$ cat src/hdl/assert_macros.svh
// Assertion helpers used by the encoder design file.
`ifndef ASSERT_MACROS_SVH
`define ASSERT_MACROS_SVH

// Property must hold at every clock edge outside reset.
`define ASSERT_ALWAYS(lbl, clk, rst, prop, msg) \
   lbl: assert property (@(posedge clk) disable iff (rst) (prop)) else $error(msg);

// Condition must never be seen outside reset.
`define ASSERT_NEVER(lbl, clk, rst, cond, msg) \
   lbl: assert property (@(posedge clk) disable iff (rst) !(cond)) else $error(msg);

`endif

$ cat src/hdl/spoe_pkg.sv
package spoe_pkg;

   // Frame geometry
   localparam int unsigned FRAME_BITS = 48;
   localparam int unsigned BODY_BITS  = 40;   // preamble and four data bytes
   localparam int unsigned CNT_W      = $clog2(FRAME_BITS);

   typedef logic [CNT_W-1:0] cnt_type;

   localparam cnt_type CNT_DATA_FIRST = cnt_type'(8);
   localparam cnt_type CNT_CRC_FIRST  = cnt_type'(BODY_BITS);
   localparam cnt_type CNT_LAST       = cnt_type'(FRAME_BITS - 1);

   // Frame constants
   localparam logic [7:0] PREAMBLE     = 8'hFF;
   localparam logic [7:0] CRC_POLY     = 8'h31;
   localparam logic [7:0] TEMP_MAX_DEG = 8'd204;

   // Register map
   localparam int unsigned CSR_INDEX_W = 8;
   localparam logic [CSR_INDEX_W-1:0] CSR_ONE_HIGH  = 8'd0;
   localparam logic [CSR_INDEX_W-1:0] CSR_ZERO_HIGH = 8'd1;
   localparam logic [CSR_INDEX_W-1:0] CSR_GAP_LOW   = 8'd2;

   localparam logic [15:0] ONE_HIGH_RST  = 16'd500;
   localparam logic [15:0] ZERO_HIGH_RST = 16'd1500;
   localparam logic [15:0] GAP_LOW_RST   = 16'd1000;

   typedef struct packed {
      logic [15:0] one_high;
      logic [15:0] zero_high;
      logic [15:0] gap_low;
   } timing_type;

   // Preamble and data bytes of the frame, MSB of byte zero at the top.
   // Temperature goes out as 12-bit sign-magnitude tenths, sign at bit 11.
   function automatic logic [BODY_BITS-1:0] build_body(
      input logic [7:0] id,
      input logic [8:0] temp_raw,
      input logic [7:0] hum
   );
      logic        neg;
      logic [8:0]  mag9;
      logic [7:0]  mag;
      logic [10:0] tenths;
      logic [11:0] tval;
      neg    = temp_raw[8];
      mag9   = neg ? (~temp_raw + 9'd1) : temp_raw;
      mag    = (mag9 > {1'b0, TEMP_MAX_DEG}) ? TEMP_MAX_DEG : mag9[7:0];
      // times ten as two shifts
      tenths = {mag, 3'b000} + {2'b00, mag, 1'b0};
      tval   = {neg, tenths};
      return {PREAMBLE, 4'h0, id[7:4], id[3:0], tval[11:8], tval[7:0], hum};
   endfunction

endpackage

$ cat src/hdl/spoe_csr.sv
module spoe_csr (
   input  logic                              clock,
   input  logic                              reset,
   input  logic                              csr_valid,
   output logic                              csr_ready,
   input  logic [spoe_pkg::CSR_INDEX_W-1:0]  csr_index,
   input  logic [15:0]                       csr_data,
   output spoe_pkg::timing_type              timing
);

   spoe_pkg::timing_type timing_ff, timing_in;

   assign csr_ready = 1'b1;

   // Register write decode; unknown indexes are dropped
   always_comb begin
      timing_in = timing_ff;
      if (csr_valid) begin
         case (csr_index)
            spoe_pkg::CSR_ONE_HIGH:  timing_in.one_high  = csr_data;
            spoe_pkg::CSR_ZERO_HIGH: timing_in.zero_high = csr_data;
            spoe_pkg::CSR_GAP_LOW:   timing_in.gap_low   = csr_data;
            default:                 timing_in = timing_ff;
         endcase
      end
   end

   always_ff @(posedge clock) begin
      if (reset) begin
         timing_ff.one_high  <= spoe_pkg::ONE_HIGH_RST;
         timing_ff.zero_high <= spoe_pkg::ZERO_HIGH_RST;
         timing_ff.gap_low   <= spoe_pkg::GAP_LOW_RST;
      end else begin
         timing_ff <= timing_in;
      end
   end

   assign timing = timing_ff;

endmodule

$ cat src/hdl/sensor_packet_ook_encoder.sv
// Sensor reading to on-off-keyed pulse train. Each reading beat (id,
// temperature, humidity) becomes a 48-bit frame - preamble, id, saturated
// temperature in tenths, humidity, CRC-8 (poly 0x31) - sent MSB first as 48
// response beats of (bit, high time, low time), tlast on the final one. The
// bit shifter emits one pulse per cycle while rsp_tready does not hold the
// output; one further reading is held in the input register, and the next
// frame starts in the cycle after the previous frame's last pulse. The first
// pulse reaches the output through the input register, the bit shifter and
// the output register. The CRC is formed bit by bit as the data bits shift
// out. Timing registers are sampled as each pulse leaves the shifter, so
// they should only be written while the block is idle.
`include "assert_macros.svh"

module sensor_packet_ook_encoder (
   input  logic                              clock,
   input  logic                              reset,
   // reading channel
   input  logic                              req_tvalid,
   output logic                              req_tready,
   input  logic [31:0]                       req_tdata,  // sensor_id[7:0],
                                                         // temperature_deg[16:8],
                                                         // humidity_pct[24:17], pad
   // pulse channel
   output logic                              rsp_tvalid,
   input  logic                              rsp_tready,
   output logic [39:0]                       rsp_tdata,  // bit_value[0],
                                                         // high_time_us[16:1],
                                                         // low_time_us[32:17], pad
   output logic                              rsp_tlast,  // last_bit
   // register writes
   input  logic                              csr_valid,
   output logic                              csr_ready,
   input  logic [spoe_pkg::CSR_INDEX_W-1:0]  csr_index,
   input  logic [15:0]                       csr_data
);

   spoe_pkg::timing_type timing;

   spoe_csr u_csr (
      .clock     (clock),
      .reset     (reset),
      .csr_valid (csr_valid),
      .csr_ready (csr_ready),
      .csr_index (csr_index),
      .csr_data  (csr_data),
      .timing    (timing)
   );

   // Input register
   logic              in_valid_ff, in_valid_in;
   logic [7:0]        in_id_ff;
   logic signed [8:0] in_temp_ff;
   logic [7:0]        in_hum_ff;

   // Bit shifter
   logic                                sh_active_ff, sh_active_in;
   spoe_pkg::cnt_type                   sh_cnt_ff, sh_cnt_in;
   logic [spoe_pkg::BODY_BITS-1:0]      sh_body_ff, sh_body_in;
   logic [7:0]                          sh_crc_ff, sh_crc_in;

   // Output register
   logic        rsp_valid_ff, rsp_valid_in;
   logic        rsp_bit_ff, rsp_bit_in;
   logic [15:0] rsp_high_ff, rsp_high_in;
   logic [15:0] rsp_low_ff, rsp_low_in;
   logic        rsp_last_ff, rsp_last_in;

   logic req_beat;
   logic advance;
   logic frame_done;
   logic load;
   logic tx_bit;
   logic crc_fb;

   assign req_beat   = req_tvalid && req_tready;
   assign advance    = !rsp_valid_ff || rsp_tready;
   assign frame_done = sh_active_ff && advance && (sh_cnt_ff == spoe_pkg::CNT_LAST);
   assign load       = in_valid_ff && (!sh_active_ff || frame_done);
   assign req_tready = !in_valid_ff || load;

   // Input register: holds one reading while the shifter is busy
   always_comb begin
      in_valid_in = in_valid_ff;
      if (req_beat) begin
         in_valid_in = 1'b1;
      end else if (load) begin
         in_valid_in = 1'b0;
      end
   end

   always_ff @(posedge clock) begin
      if (reset) begin
         in_valid_ff <= 1'b0;
      end else begin
         in_valid_ff <= in_valid_in;
      end
   end

   always_ff @(posedge clock) begin
      if (req_beat) begin
         in_id_ff   <= req_tdata[7:0];
         in_temp_ff <= signed'(req_tdata[16:8]);
         in_hum_ff  <= req_tdata[24:17];
      end
   end

   // Bit source: body bits first, then the CRC byte
   assign tx_bit = (sh_cnt_ff < spoe_pkg::CNT_CRC_FIRST) ? sh_body_ff[spoe_pkg::BODY_BITS-1]
                                                          : sh_crc_ff[7];
   assign crc_fb = sh_crc_ff[7] ^ sh_body_ff[spoe_pkg::BODY_BITS-1];

   // Shifter: one bit per accepted output slot, CRC runs over bytes 1..4
   always_comb begin
      sh_active_in = sh_active_ff;
      sh_cnt_in    = sh_cnt_ff;
      sh_body_in   = sh_body_ff;
      sh_crc_in    = sh_crc_ff;
      if (sh_active_ff && advance) begin
         sh_cnt_in  = sh_cnt_ff + spoe_pkg::cnt_type'(1);
         sh_body_in = {sh_body_ff[spoe_pkg::BODY_BITS-2:0], 1'b0};
         if (sh_cnt_ff >= spoe_pkg::CNT_CRC_FIRST) begin
            sh_crc_in = {sh_crc_ff[6:0], 1'b0};
         end else if (sh_cnt_ff >= spoe_pkg::CNT_DATA_FIRST) begin
            sh_crc_in = {sh_crc_ff[6:0], 1'b0} ^ (crc_fb ? spoe_pkg::CRC_POLY : 8'h00);
         end
         if (frame_done) begin
            sh_active_in = 1'b0;
         end
      end
      if (load) begin
         sh_active_in = 1'b1;
         sh_cnt_in    = '0;
         sh_crc_in    = 8'h00;
         sh_body_in   = spoe_pkg::build_body(in_id_ff, unsigned'(in_temp_ff), in_hum_ff);
      end
   end

   always_ff @(posedge clock) begin
      if (reset) begin
         sh_active_ff <= 1'b0;
         sh_cnt_ff    <= '0;
      end else begin
         sh_active_ff <= sh_active_in;
         sh_cnt_ff    <= sh_cnt_in;
      end
   end

   always_ff @(posedge clock) begin
      sh_body_ff <= sh_body_in;
      sh_crc_ff  <= sh_crc_in;
   end

   // Output register: pulse beat with its timings
   always_comb begin
      rsp_valid_in = rsp_valid_ff;
      rsp_bit_in   = rsp_bit_ff;
      rsp_high_in  = rsp_high_ff;
      rsp_low_in   = rsp_low_ff;
      rsp_last_in  = rsp_last_ff;
      if (advance) begin
         rsp_valid_in = sh_active_ff;
         rsp_bit_in   = tx_bit;
         rsp_high_in  = tx_bit ? timing.one_high : timing.zero_high;
         rsp_low_in   = timing.gap_low;
         rsp_last_in  = (sh_cnt_ff == spoe_pkg::CNT_LAST);
      end
   end

   always_ff @(posedge clock) begin
      if (reset) begin
         rsp_valid_ff <= 1'b0;
      end else begin
         rsp_valid_ff <= rsp_valid_in;
      end
   end

   always_ff @(posedge clock) begin
      rsp_bit_ff  <= rsp_bit_in;
      rsp_high_ff <= rsp_high_in;
      rsp_low_ff  <= rsp_low_in;
      rsp_last_ff <= rsp_last_in;
   end

   assign rsp_tvalid = rsp_valid_ff;
   assign rsp_tdata  = {7'd0, rsp_low_ff, rsp_high_ff, rsp_bit_ff};
   assign rsp_tlast  = rsp_last_ff;

   // Checks
   `ASSERT_NEVER(a_cnt_range, clock, reset, sh_active_ff && (sh_cnt_ff > spoe_pkg::CNT_LAST), "bit count past frame end")
   `ASSERT_ALWAYS(a_load_starts, clock, reset, load |=> (sh_active_ff && (sh_cnt_ff == '0)), "frame load did not restart the shifter")
   `ASSERT_ALWAYS(a_last_flag, clock, reset, frame_done |=> (rsp_valid_ff && rsp_last_ff), "final pulse not flagged")
   `ASSERT_NEVER(a_last_early, clock, reset, sh_active_ff && advance && (sh_cnt_ff != spoe_pkg::CNT_LAST) && rsp_last_in, "pulse flagged last too early")

endmodule
$ cat config.mk
export PLATFORM = sky130hd
export DESIGN_NAME = sensor_packet_ook_encoder
export DESIGN_NICKNAME = d
export VERILOG_FILES = /design/src/hdl/spoe_pkg.sv /design/src/hdl/spoe_csr.sv /design/src/hdl/sensor_packet_ook_encoder.sv
export VERILOG_INCLUDE_DIRS = /design/src /design/src/hdl
export SDC_FILE = /design/constraint.sdc
export NUM_CORES = 1
export LEC_CHECK = 0
export BUFFER_PORTS_ARGS = -buffer_cell sky130_fd_sc_hd__buf_4
export CAP_MARGIN = 10
export CORE_AREA = 4 4 103 125
export CTS_CLUSTER_SIZE = 14
export DETAILED_ROUTE_END_ITERATION = 6
export DIE_AREA = 0 0 107 129
export HOLD_SLACK_MARGIN = 0.03
export PLACE_DENSITY = 0.92
export SYNTH_ARGS = -nofsm -noshare
export SYNTH_HDL_FRONTEND = slang
export SYNTH_SLANG_ARGS = --single-unit
$ cat constraint.sdc
create_clock -name clock -period 5.75 [get_ports clock]
set_input_delay 0.2875 -clock clock [delete_from_list [all_inputs] [get_ports clock]]
set_output_delay 0.2875 -clock clock [all_outputs]
set_load 0.05 [all_outputs]
### Word level (Yosys, flattened, before mapping)

Index checks and enable logic that the tools add are counted.

| cells by class | value |
|---|---|
| bitwise gates (word level) | 3 |
| reduce and logical (&&, ||, !) cells | 21 |
| add/subtract/negate cells | 3 |
| order comparisons | 4 |
| equal/unequal tests | 3 |
| mux-type cells | 14 |

Operators by type and width:

| kind | count |
|---|---|
| $mux 28 | 2 |
| $mux 8 | 3 |
| $mux 16 | 1 |
| $add 11x9->11 | 1 |
| $reduce_and 2->1 | 5 |
| $add 9x1->9 const B | 1 |
| $gt 9x8->1 const B | 1 |
| $mux 9 | 1 |
| $not 9->9 | 1 |
| $eq 8x1->1 const B | 1 |
| $eq 8x2->1 const B | 1 |
| $logic_not 8->1 | 1 |
| $reduce_bool 2->1 | 4 |
| $xor 8x6->8 | 1 |
| $add 6x1->6 const B | 1 |
| $eq 6x6->1 const B | 1 |
| $ge 6x4->1 const B | 1 |
| $ge 6x6->1 const B | 1 |
| $lt 6x6->1 const B | 1 |
| $mux 1 | 6 |
| $mux 6 | 1 |
| $logic_and 1x1->1 | 4 |
| $logic_not 1->1 | 3 |
| $logic_or 1x1->1 | 3 |
| other kinds (2) | 2 |

| storage, ports and cells | value |
|---|---|
| word-level logic and storage cells | 65 |
| output and inout bits | 44 |
| register bits | 164 |
| bits of input ports | 61 |

### Logic depth before layout (Yosys ltp)

| logic depth | value |
|---|---|
| word-level depth | 9 |
| mapped depth | 15 |
| gate-level depth less buffers | 14 |

### By module

A second synthesis with hierarchy kept.

| second synthesis, totals | value |
|---|---|
| cell total of the unflattened synthesis | 661 |
| area total of the unflattened synthesis | 7318.3 um^2 |

Modules (own cells, without submodules):

| module | cells each | seq. area each (um^2) | instances | area an instance (um^2) |
|---|---|---|---|---|
| sensor_packet_ook_encoder | 471 | 3193.1 | 1 | 5323.9 |
| spoe_csr | 190 | 960.9 | 1 | 1994.4 |

### Worst setup path before layout

No wires, ideal clock.

| path | value |
|---|---|
| path type | reg-to-reg |
| start | reg in_temp_ff[2] |
| end | reg sh_body_ff[15] (netlist bit) (data pin) |
| clock period less this slack | 3.569 ns |
| path slack | 2.181 ns |
| setup time | 0.265 ns |
| buffers on the path | 3 |
| arrival | 3.303 ns |
| cell stages (with the launch flop) | 16 |
| required time | 5.485 ns |
| path through | edfxtp_1 -> buf_2 -> or3_1 -> buf_2 -> o31ai_1 -> xor2_1 -> a41o_2 -> buf_4 -> nand2_1 -> ha_1 -> fa_1 -> nand2_1 -> o21ai_0 -> or3_1 -> a21boi_1 -> o41ai_1 |

| between the ends | value |
|---|---|
| cells in the longest elaborated chain, start to end | 7 |

Ends and longest elaborated chain:

| item | RTL line | RTL |
|---|---|---|
| from (decl) | sensor_packet_ook_encoder.sv:52 | `logic signed [8:0] in_temp_ff;` |
| from (signal assigned) | sensor_packet_ook_encoder.sv:102 | `in_temp_ff <= signed'(req_tdata[16:8]);` |
| $not 9->9 | spoe_pkg.sv:48 | `mag9 = neg ? (~temp_raw + 9'd1) : temp_raw;` |
| $add 9x1->9 | spoe_pkg.sv:48 |  |
| $mux 9 * | spoe_pkg.sv:48 |  |
| $gt 9x8->1 | spoe_pkg.sv:49 | `mag = (mag9 > {1'b0, TEMP_MAX_DEG}) ? TEMP_MAX_DEG : mag9[7:0];` |
| $mux 8 * | spoe_pkg.sv:49 |  |
| $add 11x9->11 * | spoe_pkg.sv:51 | `tenths = {mag, 3'b000} + {2'b00, mag, 1'b0};` |
| $mux 28 * | sensor_packet_ook_encoder.sv:130 | `if (load) begin` |
| via sh_body_in, one bit | sensor_packet_ook_encoder.sv:58 | `logic [spoe_pkg::BODY_BITS-1:0] sh_body_ff, sh_body_in;` |
| to (signal assigned) | sensor_packet_ook_encoder.sv:149 | `sh_body_ff <= sh_body_in;` |
| to (decl) | sensor_packet_ook_encoder.sv:58 |  |

The timed path passes the listed nets; every way through them passes the cells marked *.
A chain may end at the register's enable or synchronous reset.

### Final worst setup path

Same ends and word-level chain as after synthesis.

==> results.ini <==
[outcome]
status = complete, no violations

[timing]
fin_crit_sh_pct = 72.0
rsz0062_at_grt = no
hold_violations = 0
fin_worst_skew_ns = 0.00917
relSlewSlack_pct = 17.2
setup_violations = 0
slew_viol_final = 0
fin_hold_ws_ns = 0.0398
worst_pin_slew_ns = 1.22
finalSetupTns_ns = 0
period_minus_slack_ns = 4.14
fmax_mhz = 242

[synth]
syn_inst = 658
synth_cell_types = 55
async_reset_ff_share_pct = 0
synth_seq_cells = 164
syn_area_um2 = 6850
ys_warn_count = 0
synth-edff-count = 87
avgSynthCellArea_um2 = 10.4
ys_seq_area_share_pct = 60.6
ys.flop_type = edfxtp_1

[routing]
firstDrtPassIters = 5
drtIter0Drc = 342
ant_nets = 0
vias = 5243
drt_wl_total_um = 15000
avgViaCountPerCell = 5.69
drc = 0
wire_per_inst_um = 16.3

[setup_path]
crit_fanout = 14
cp_data_arrival_time_ns = 4.32
crit_slowest_cell = edfxtp_1
start_kind = flop
cp-end-kind = flop
critPathKind = reg2reg
crit_chain = or3_1 -> o31ai_1 -> xor2_1 -> a41o_2 -> nand2_1 -> ha_1 -> fa_1 -> nand2_1 -> o211ai_1 -> nand3_1 -> o31ai_1 -> o41ai_1
r2r_start = in_temp_ff[2]
worstPathRequired_ns = 5.93
ff2ff_path_depth = 12
path_delay_family = compound AO/OA/AOI/OAI gates
path_buf_inv = 0
slowest_delay_ns = 0.53
worstReg2RegEnd = sh_body_ff[15]
reg2reg_setup_slack_ns = 1.61

[worst_hold_path]
hold_end = in_temp_ff[1]
hp-start = req_tdata[9]
whs_path_depth = 1
holdCritPathClass = in2reg

[cts]
htree_levels = 4
clk_latency_ns = 0.43
clk_pin_slew_ns = 0.06
cts_buffers = 17
cts_tree = done
cts_max_path_buffers = 2
cts-resized-gates = 0
clockRootBuffer = clkbuf_16
cts_sinks = 164

[floorplan]
die_y_um = 129
core_um2 = 11500
initial_core_util_pct = 59.5
io_pins = 105
die_x_um = 107
dieArea_um2 = 13800
std_cell_rows = 43

[pwr]
p_int_mw = 2.03
clock_power_share_pct = 38.5
power_density_nw_per_um2 = 330
vdd_ir_drop_max_mv = 0.205
power_frac_comb_pct = 12.7
swShare_pct = 25.9
p_sw_uw = 712
seq_power_share_pct = 48.8
p_leak_nw = 3.39

[global_route]
grt.overflow.total = 0
grt_pass1_vias = 5308
gr-usage-all-layers_pct = 22.5
grt_max_degree = 58
grt_pass1_wl_um = 24600
grt_antenna_before_repair = 0

[cells_and_area]
multiInputGateArea_um2 = 2480
nets = 821
area_growth_syn_to_layout_pct = 21.2
antenna_cells = 0
final_cell_mix = nand2_1 (199), buf_4 (94), edfxtp_1 (87)
final_common_cell = nand2_1
drive_gt1_share_pct = 20.0
regArea_um2 = 4150
fillers = 765

[place]
portBuffers = 89
hpwl_um = 10000
gp_congestion = 0.910

[flow_run]
maxCapViolations = 0

[registers in the layout, summed over array words and instances (netlist names), 6 cells and up]
register	cells
sh_cnt_ff	6
sh_crc_ff	8
u_csr.timing	48
in_temp_ff	9
in_hum_ff	8
rsp_low_ff	16
sh_body_ff	40
rsp_high_ff	16
in_id_ff	8
[stage by stage]
stage / cells / total power, mW / area, um^2 / worst slack [ns] / util, %
6_report: 922 / 2.74 / 8310 / 1.61 / 72.1
5_1_grt: 922 / 2.85 / 8310 / 1.42 / 72.1
4_1_cts: 908 / 2.74 / 8170 / 1.71 / 70.9
3_5_place_dp: 873 / 1.69 / 7570 / 1.75 / 65.8
3_3_place_gp: 873 / 1.67 / 7570 / 1.97 / 65.8
2_1_floorplan: 664 / 1.60 / 6880 / 2.18 / -
[worst max-delay path by stage]
stage | start | end | slack, ns | depth (start not counted)
after CTS | in_temp_ff[2] | sh_body_ff[15] | 1.71 | 12
final | in_temp_ff[2] | sh_body_ff[15] | 1.61 | 12
after global placement | in_temp_ff[2] | sh_body_ff[15] | 1.97 | 12
after detailed placement | in_temp_ff[2] | sh_body_ff[15] | 1.75 | 12
after global routing | in_temp_ff[2] | sh_body_ff[15] | 1.42 | 12
after floorplan | in_temp_ff[2] | sh_body_ff[15] | 2.18 | 15
[cell usage after synthesis (3+ instances only)]
cell	count	area (um^2)
a21o_1	4	30.0
a21oi_1	45	225
a31oi_1	3	18.8
and2_1	7	43.8
buf_4	10	75.1
clkbuf_1	28	105
dfxtp_1	77	1540
edfxtp_1	87	2610
ha_1	7	87.6
inv_1	9	33.8
mux2_2	18	203
mux2i_1	8	80.1
nand2_1	199	747
nand2b_1	5	31.3
nand3_1	15	75.1
nand3b_1	19	143
nand4_1	4	25.0
nor2_1	23	86.3
nor2b_1	5	31.3
nor3_1	9	45.0
o211ai_1	3	22.5
o21ai_0	10	50.1
o31ai_1	3	22.5
or3_1	4	25.0
xnor2_1	7	61.3
xor2_1	13	114
[cell families (layout without fill, tap and decap cells)]
logic type / Yosys count / count (layout) / share of synthesized area, %
xor+xnor: 20 / 20 / 2.56
buf+inv: 51 / 152 / 3.60
fa+ha+maj: 8 / 8 / 1.57
compound gates: 87 / 87 / 7.85
simple gates: 300 / 300 / 19.6
flops: 164 / 164 / 60.6
mux: 26 / 26 / 4.13
other cells: 2 / 8 / 0.110
[worst register-to-register path: stages (launching register included)]
cell and delay (ns):
edfxtp_1 0.53, or3_1 0.51, o31ai_1 0.34, xor2_1 0.36
a41o_2 0.42, nand2_1 0.12, ha_1 0.26, fa_1 0.44
nand2_1 0.12, o211ai_1 0.16, nand3_1 0.13, o31ai_1 0.08
o41ai_1 0.43
[routing by layer]
| metal | vias to the layer above | GRT usage [%] | wire (um) |
|---|---|---|---|
| met1 | 2469 | 24.8 | 5500 |
| met3 | 62 | 5.92 | 1040 |
| met2 | 267 | 39.6 | 7880 |
| met5 | - | 0 | 0 |
| met4 | 0 | 12.0 | 578 |
| li1 | 2445 | - | - |
[power groups by stage]
stage / Sequential (mW) / Combinational, mW / Clock [mW]
after floorplan: 1.39 / 0.207 / 0
after global placement: 1.36 / 0.314 / 0
after detailed placement: 1.36 / 0.330 / 0
after CTS: 1.34 / 0.338 / 1.06
after global routing: 1.35 / 0.377 / 1.12
final: 1.34 / 0.349 / 1.06
[repair_timing]
item                      4_1_cts  5_1_grt
buffers inserted                0        0
hold endpoints to repair        3       14
hold buffers                    3       14
[layout make-up]
class / count / share of cell area, %
Clock buffer: 20 / 5.62
Clock inverter: 12 / 1.14
Inverter: 9 / 0.407
Multi-Input combinational cell: 449 / 29.9
Sequential cell: 164 / 50.0
Tap cell: 157 / 2.36
Timing Repair Buffer: 111 / 10.5
Power figures use the tool's default switching activity.
